<file path="src/hw/rtl/assert_macros.svh">
// Assertion macros shared by the bitrate monitor RTL.
// Depends on nothing; included by the modules that carry assertions.
`ifndef ASSERT_MACROS_SVH
`define ASSERT_MACROS_SVH

// Clocked assertion that is switched off while reset is active.
`define ASSERT_CLK(label, clk, rst_n, prop, msg) \
  label: assert property (@(posedge clk) disable iff (!rst_n) prop) else $error(msg);

// Clocked assertion that also holds while reset is active.
`define ASSERT_ALWAYS(label, clk, prop, msg) \
  label: assert property (@(posedge clk) prop) else $error(msg);

`endif

</file>
<file path="src/hw/rtl/swbm_pkg.sv">
// Package of the sliding window bitrate monitor: widths, register indexes, states.
// Depends on nothing; used by the divider and the top level.
package swbm_pkg;

  localparam int MAX_WINDOW = 1024;
  localparam int PTR_W      = $clog2(MAX_WINDOW);
  localparam int CNT_W      = $clog2(MAX_WINDOW + 1);

  localparam int IN_W   = 24;
  localparam int SIZE_W = IN_W + 3;
  localparam int SUM_W  = 37;

  localparam int FPS_W  = 7;
  localparam int PER_W  = 4;
  localparam int PROD_W = FPS_W + PER_W;

  localparam logic [FPS_W-1:0] FPS_RESET = FPS_W'(30);
  localparam logic [PER_W-1:0] PER_RESET = PER_W'(5);

  localparam int CFG_IDX_W  = 2;
  localparam int CFG_DATA_W = FPS_W;
  localparam logic [CFG_IDX_W-1:0] CFG_FPS    = CFG_IDX_W'(0);
  localparam logic [CFG_IDX_W-1:0] CFG_PERIOD = CFG_IDX_W'(1);

  localparam int DVR_W     = (CNT_W > FPS_W) ? CNT_W : FPS_W;
  localparam int DVD_W     = SUM_W + (SUM_W % 2);
  localparam int DIV_STEPS = DVD_W / 2;
  localparam int STEP_W    = $clog2(DIV_STEPS + 1);

  typedef enum logic [3:0] {
    ST_IDLE,
    ST_READ,
    ST_POP,
    ST_PUSH,
    ST_SEC,
    ST_SEC_WAIT,
    ST_AVG,
    ST_AVG_WAIT,
    ST_FIN
  } state_e;

endpackage

</file>
<file path="src/hw/rtl/swbm_div.sv">
// Iterative unsigned divider, two quotient bits per cycle.
// Depends on swbm_pkg and assert_macros.svh.
module swbm_div (
  input  logic                       clk_i,
  input  logic                       rst_ni,
  input  logic                       start_i,
  input  logic [swbm_pkg::SUM_W-1:0] dividend_i,
  input  logic [swbm_pkg::DVR_W-1:0] divisor_i,
  output logic                       done_o,
  output logic [swbm_pkg::SUM_W-1:0] quotient_o
);
  import swbm_pkg::*;
  `include "assert_macros.svh"

  logic              busy_q, busy_d;
  logic              done_q, done_d;
  logic [STEP_W-1:0] cnt_q, cnt_d;
  logic [DVR_W-1:0]  rem_q, rem_d;
  logic [DVR_W-1:0]  dvr_q, dvr_d;
  logic [DVD_W-1:0]  quo_q, quo_d;

  logic [DVR_W:0]   r1, r2;
  logic [DVR_W-1:0] m1, m2;
  logic             b1, b2;

  always_comb begin
    r1 = {rem_q, quo_q[DVD_W-1]};
    b1 = (r1 >= {1'b0, dvr_q});
    m1 = b1 ? DVR_W'(r1 - {1'b0, dvr_q}) : r1[DVR_W-1:0];
    r2 = {m1, quo_q[DVD_W-2]};
    b2 = (r2 >= {1'b0, dvr_q});
    m2 = b2 ? DVR_W'(r2 - {1'b0, dvr_q}) : r2[DVR_W-1:0];
  end

  always_comb begin
    busy_d = busy_q;
    done_d = 1'b0;
    cnt_d  = cnt_q;
    rem_d  = rem_q;
    dvr_d  = dvr_q;
    quo_d  = quo_q;
    if (start_i) begin
      busy_d = 1'b1;
      cnt_d  = STEP_W'(DIV_STEPS);
      rem_d  = '0;
      dvr_d  = divisor_i;
      quo_d  = DVD_W'(dividend_i);
    end else if (busy_q) begin
      rem_d = m2;
      quo_d = {quo_q[DVD_W-3:0], b1, b2};
      cnt_d = cnt_q - STEP_W'(1);
      if (cnt_q == STEP_W'(1)) begin
        busy_d = 1'b0;
        done_d = 1'b1;
      end
    end
  end

  always_ff @(posedge clk_i or negedge rst_ni) begin
    if (!rst_ni) begin
      busy_q <= 1'b0;
      done_q <= 1'b0;
      cnt_q  <= '0;
    end else begin
      busy_q <= busy_d;
      done_q <= done_d;
      cnt_q  <= cnt_d;
    end
  end

  always_ff @(posedge clk_i) begin
    rem_q <= rem_d;
    dvr_q <= dvr_d;
    quo_q <= quo_d;
  end

  assign done_o     = done_q;
  assign quotient_o = quo_q[SUM_W-1:0];

  `ASSERT_CLK(a_div_no_restart, clk_i, rst_ni, start_i |-> !busy_q, "divider restarted while busy")
  `ASSERT_CLK(a_div_done_after_busy, clk_i, rst_ni, done_o |-> $past(busy_q), "divider done without run")
  `ASSERT_ALWAYS(a_div_done_idle, clk_i, done_o |-> !busy_q, "divider done while still busy")

endmodule

</file>
<file path="config.mk">
export PLATFORM = sky130hd
export DESIGN_NAME = swbm_div
export DESIGN_NICKNAME = d
export VERILOG_FILES = /design/src/hw/rtl/swbm_pkg.sv /design/src/hw/rtl/swbm_div.sv
export VERILOG_INCLUDE_DIRS = /design/src /design/src/hw/rtl
export SDC_FILE = /design/constraint.sdc
export NUM_CORES = 1
export LEC_CHECK = 0
export ABC_CLOCK_PERIOD_IN_PS = 5500
export BUFFER_PORTS_ARGS = -buffer_cell sky130_fd_sc_hd__buf_2
export CAP_MARGIN = 20
export CORE_MARGIN = 10
export CORE_UTILIZATION = 55
export CTS_CLUSTER_SIZE = 14
export DETAILED_ROUTE_END_ITERATION = 10
export PLACE_DENSITY = 0.79
export SLEW_MARGIN = 20
export SYNTH_ARGS = -nofsm -noshare
export SYNTH_HDL_FRONTEND = slang
export SYNTH_SLANG_ARGS = --single-unit
</file>
<file path="constraint.sdc">
create_clock -name clk_i -period 5.5 [get_ports clk_i]
set_input_delay 0.55 -clock clk_i [delete_from_list [all_inputs] [get_ports clk_i]]
set_output_delay 0.55 -clock clk_i [all_outputs]
set_load 0.05 [all_outputs]
</file>
======== Word level (Yosys, flattened, before mapping) ========
Cells that the tools add are included.
cells by class
  equal/unequal tests ..................... 1
  reduce and logical (&&, ||, !) cells .... 1
  add/sub/neg operators ................... 3
  multipliers ............................. 0
  bitwise logic cells ..................... 0
  divide/modulo/power cells ............... 0
  mux-type cells .......................... 12
  shift operators ......................... 0
  magnitude comparators ................... 2
operators with widths
  operator                                                            number
  37-bit 2-to-1 mux                                                   2
  12-bit by 11-bit >= comparator with 1-bit output                    2
  11-bit 2-to-1 mux                                                   2
  11-bit subtractor                                                   2
  5-bit 2-to-1 mux                                                    2
  1-bit 2-to-1 mux                                                    6
  5-bit by 1-bit == test with 1-bit output, second input constant     1
  5-bit by 1-bit subtractor with 5-bit output, second input constant  1
  2-bit nonzero test                                                  1
word-level totals
  bits in writable memories ............... 0
  logic and storage cells ................. 26
  bits in latches ......................... 0
  memory bits (read-only) ................. 0
  register bits ........................... 67
  memories kept ........................... 0
  bits of input ports ..................... 51

======== Logic depth before layout (Yosys ltp) ========
  depth after elaboration ................. 5
  gate-level depth with buffers ........... 20

======== Worst setup path after synthesis ========
OpenSTA, ideal clock, no wires.
  path kind ............................... flip-flop to flip-flop
  start point ............................. register dvr_q[0]
  end point ............................... register quo_q[0], data pin
  arrival ................................. 4154 ps
  slack ................................... 1086 ps
  setup time .............................. 260 ps
  stages on the path, launching flop included .. 19
  path buffers ............................ 2
  cells stage by stage .................... edfxtp_1 -> ha_1 -> fa_1 -> nand2b_1 -> a21oi_2 -> o211a_1 -> a2111oi_4 -> or2_4 -> buf_6 -> o21ai_0 -> ha_1 -> nor2b_1 -> o21ai_0 -> a21oi_1 -> o41ai_2 -> a211o_1 -> o2111ai_4 -> buf_6 -> mux2_2
between the ends
  word-level cells in the longest chain between the ends .. 5
  elaborated cells on any way between the ends .. 6
  those cells by class .................... add/sub (1); order compare (2); mux (3)
RTL lines
  what                                                                                   line                            RTL
  start: declaration                                                                     swbm_div.sv:19                  logic [DVR_W-1:0] dvr_q, dvr_d;
  start signal: assignment                                                               swbm_div.sv:73                  dvr_q <= dvr_d;
  11-bit subtractor or 12-bit by 11-bit >= comparator with 1-bit output (tied branches)  swbm_div.sv:29, swbm_div.sv:28
  11-bit 2-to-1 mux                                                                      swbm_div.sv:29                  m1 = b1 ? DVR_W'(r1 - {1'b0, dvr_q}) : r1[DVR_W-1:0];
  12-bit by 11-bit >= comparator with 1-bit output (*)                                   swbm_div.sv:31                  b2 = (r2 >= {1'b0, dvr_q});
  37-bit 2-to-1 mux (*)                                                                  swbm_div.sv:48                  end else if (busy_q) begin
  37-bit 2-to-1 mux (*)                                                                  swbm_div.sv:42                  if (start_i) begin
  via quo_d[0]                                                                           swbm_div.sv:20                  logic [DVD_W-1:0] quo_q, quo_d;
  end signal: assignment                                                                 swbm_div.sv:74                  quo_q <= quo_d;
  end: declaration                                                                       swbm_div.sv:20
The timed path passes the listed nets; every way through them passes the cells marked *. The select of a mux whose other input is x is not followed.
A chain may end at the register's enable or synchronous reset.

======== Worst setup path after layout ========
Ends and elaborated chain as after synthesis.

==> flow_metrics.env <==
export IMPL_status="finished clean"
export IMPL_yosys_area_top_type="edfxtp_1"
export IMPL_syn_inst=376
export IMPL_synth_edff_count=48
export IMPL_fin_skew_ns=0.0101
export IMPL_avgSynthCellArea_um2=11.2
export IMPL_worst_ir_drop_vdd_v=0.000284
export IMPL_critPathTopFamily="compound AO/OA/AOI/OAI gates"
export IMPL_drt_wl_total_um=9320
export IMPL_synth_top_area_frac=0.342
export IMPL_gp_congestion=0.858
export IMPL_async_reset_ff_frac=0.104
export IMPL_yosysSeqAreaShare=0.441
export IMPL_hp_class="input pin to asynchronous set/reset pin"
export IMPL_critical_path_max_stage_delay_ns=0.43
export IMPL_fmax_mhz=206
export IMPL_overflow=0
export IMPL_ctsResizeCount=0
export IMPL_port_buffers=88
export IMPL_antennaDiodeCount=0
export IMPL_grtUsageTotal=0.159
export IMPL_cts_sinks=67
export IMPL_hold_ws_ns=0.0155
export IMPL_drt_iter0_markers=132
export IMPL_synth_seq_cells=67
export IMPL_fin_nets=505
export IMPL_slew_headroom=0.422
export IMPL_multiInputGateArea_um2=1930
export IMPL_setup_viol=0
export IMPL_design_core_area_um2=7370
export IMPL_root_buffer="clkbuf_8"
export IMPL_clock_latency_ns=0.35
export IMPL_cpMaxStageDelayCell="o41ai_2"
export IMPL_antenna_found_initial=0
export IMPL_criticalPathCategory="flip-flop to flip-flop"
export IMPL_synth_area_um2=4210
export IMPL_num_vias=2982
export IMPL_grt_use_met3=0.0593
export IMPL_crit_fanout=17
export IMPL_use_met2=0.264
export IMPL_synth_warnings=0
export IMPL_final_fill_count=583
export IMPL_cts_setup_buffers=0
export IMPL_area_growth_pct=10.5
export IMPL_busiest_layer="met2"
export IMPL_path_cells="ha_1 > fa_1 > nand2b_1 > a21oi_2 > o211a_1 > a2111oi_4 > or2_4 > o21ai_0 > ha_1 > nor2b_1 > o21ai_0 > a21oi_1 > o41ai_2 > a211o_1 > o2111ai_4 > mux2_2"
export IMPL_worstPathArrival_ns=4.96
export IMPL_rsz0062_at_grt="false"
export IMPL_design_power_total_w=0.00249
export IMPL_cts_path_max_buffers=2
export IMPL_synth_most_common_cell="edfxtp_1"
export IMPL_crit_path_end_kind="flip-flop"
export IMPL_ant_nets=0
export IMPL_initial_utilization=0.572
export IMPL_rows=31
export IMPL_synth_distinct_cells=55
export IMPL_cts_buffers=9
export IMPL_path_buf_inv=0
export IMPL_use_met1=0.175
export IMPL_die_w_um=108
export IMPL_htreeDepth=3
export IMPL_leakage_nw=2.04
export IMPL_hold_viol=0
export IMPL_period_needed_ns=4.85
export IMPL_final_layout_size_suffix_gt1_frac=0.367
export IMPL_die_h_um=108
export IMPL_tightestPinTransition_ns=0.867
export IMPL_synth_area_leaders="edfxtp_1 34%, mux2_2 10%, ha_1 7.1%"
export IMPL_routed_via_density=5.61
export IMPL_power_per_cell_area_nw_per_um2=534
export IMPL_cts_tree="yes"
export IMPL_fin_setup_tns_ns=0
export IMPL_die_area_um2=11600
export IMPL_hpwl_um=6930
export IMPL_period_share=0.881
export IMPL_register_area_um2=1860
export IMPL_holdBufCountCts=0
export IMPL_drtPass1Iterations=4
export IMPL_cp_required_ns=5.61
export IMPL_drv_slew=0
export IMPL_routedWlPerCell_um=17.5
export IMPL_drc_errors=0
export IMPL_grt_pass1_vias=3098
export IMPL_drv_cap=0
export IMPL_netlist_top_cells_count="48 x edfxtp_1, 39 x mux2_2, 37 x buf_4, 25 x nor2_1, 24 x ha_1"
export IMPL_io_pins=89
export IMPL_grt_max_degree=38
export IMPL_synth_top_flop_cell="edfxtp_1"
export IMPL_synth_nets=453
export IMPL_cp_start_kind="flip-flop"
export IMPL_clk_pin_slew_ns=0.08
export IMPL_grt_pass1_wl_um=14800
## cell usage in the layout, fill, tap and decap left out, drive strengths merged, types with 9 or more instances in the layout
cell type / netlist / final
ha: 24 / 24
xnor2: 11 / 11
dfxtp: 12 / 12
a21oi: 15 / 15
nor3: 12 / 12
inv: 23 / 25
clkbuf: 5 / 9
nor2: 25 / 25
o21ai: 19 / 19
edfxtp: 48 / 48
mux2: 40 / 40
buf: 44 / 90
## metal layers
metal / share of wire / wire, um
met5: 0 / 0
met4: 0.030 / 283
met1: 0.41 / 3830
met3: 0.079 / 734
met2: 0.48 / 4470
## final timing paths
kind | startpoint | end | slack (ns) | cells past startpoint
max | dvr_q[0]$_DFFE_PP_ | quo_q[0]$_DFFE_PP_ | 0.65 | 16
max in group asynchronous | rst_ni | cnt_q[0]$_DFFE_PN0P_ | 5.32 | 1
min | rst_ni | cnt_q[2]$_DFFE_PN0P_ | 0.02 | 1
min in group clk_i | divisor_i[9] | dvr_q[9]$_DFFE_PP_ | 0.37 | 1
max reg2reg | dvr_q[0]$_DFFE_PP_ | quo_q[0]$_DFFE_PP_ | 0.65 | 16
min reg2reg | rem_q[10]$_SDFFE_PP0P_ | rem_q[10]$_SDFFE_PP0P_ | 0.51 | 2
## metrics by stage
step           setup WS (ns)  utilization  cells  cell area, um2
2_1_floorplan           1.09            -    376            4210
3_3_place_gp           0.876        0.604    516            4450
3_5_place_dp           0.702        0.604    516            4450
4_1_cts                0.689        0.631    532            4650
5_1_grt                0.302        0.631    532            4650
6_report               0.653        0.631    532            4650
## final cells by class
cell class / instances / area share
Clock buffer: 9 / 0.0266
Clock inverter: 7 / 0.0161
Inverter: 24 / 0.0194
Multi-Input combinational cell: 236 / 0.414
Sequential cell: 67 / 0.399
Tap cell: 99 / 0.0266
Timing Repair Buffer: 90 / 0.0979
## flip-flops by register name, summed over array words and instances (netlist names)
name    count
quo_q      38
dvr_q      11
rem_q      11
cnt_q       5
busy_q      1
done_o      1
## logic make-up after synthesis
logic type / after synthesis / synth area share
muxes: 47 / 0.124
xor gates and xnor gates: 16 / 0.0333
buffers and inverters: 73 / 0.102
AOI/OAI and AO/OA: 68 / 0.122
DFF: 67 / 0.441
adders and majority gates: 26 / 0.0808
and+or+nand+nor: 79 / 0.0971
## power by group
group	internal, W	switching [W]
registers	0.000635	0.0000579
logic	0.000567	0.000800
clock network	0.000212	0.000214
total	0.00141	0.00107
Note: power is estimated with default switching activity, not from simulation.
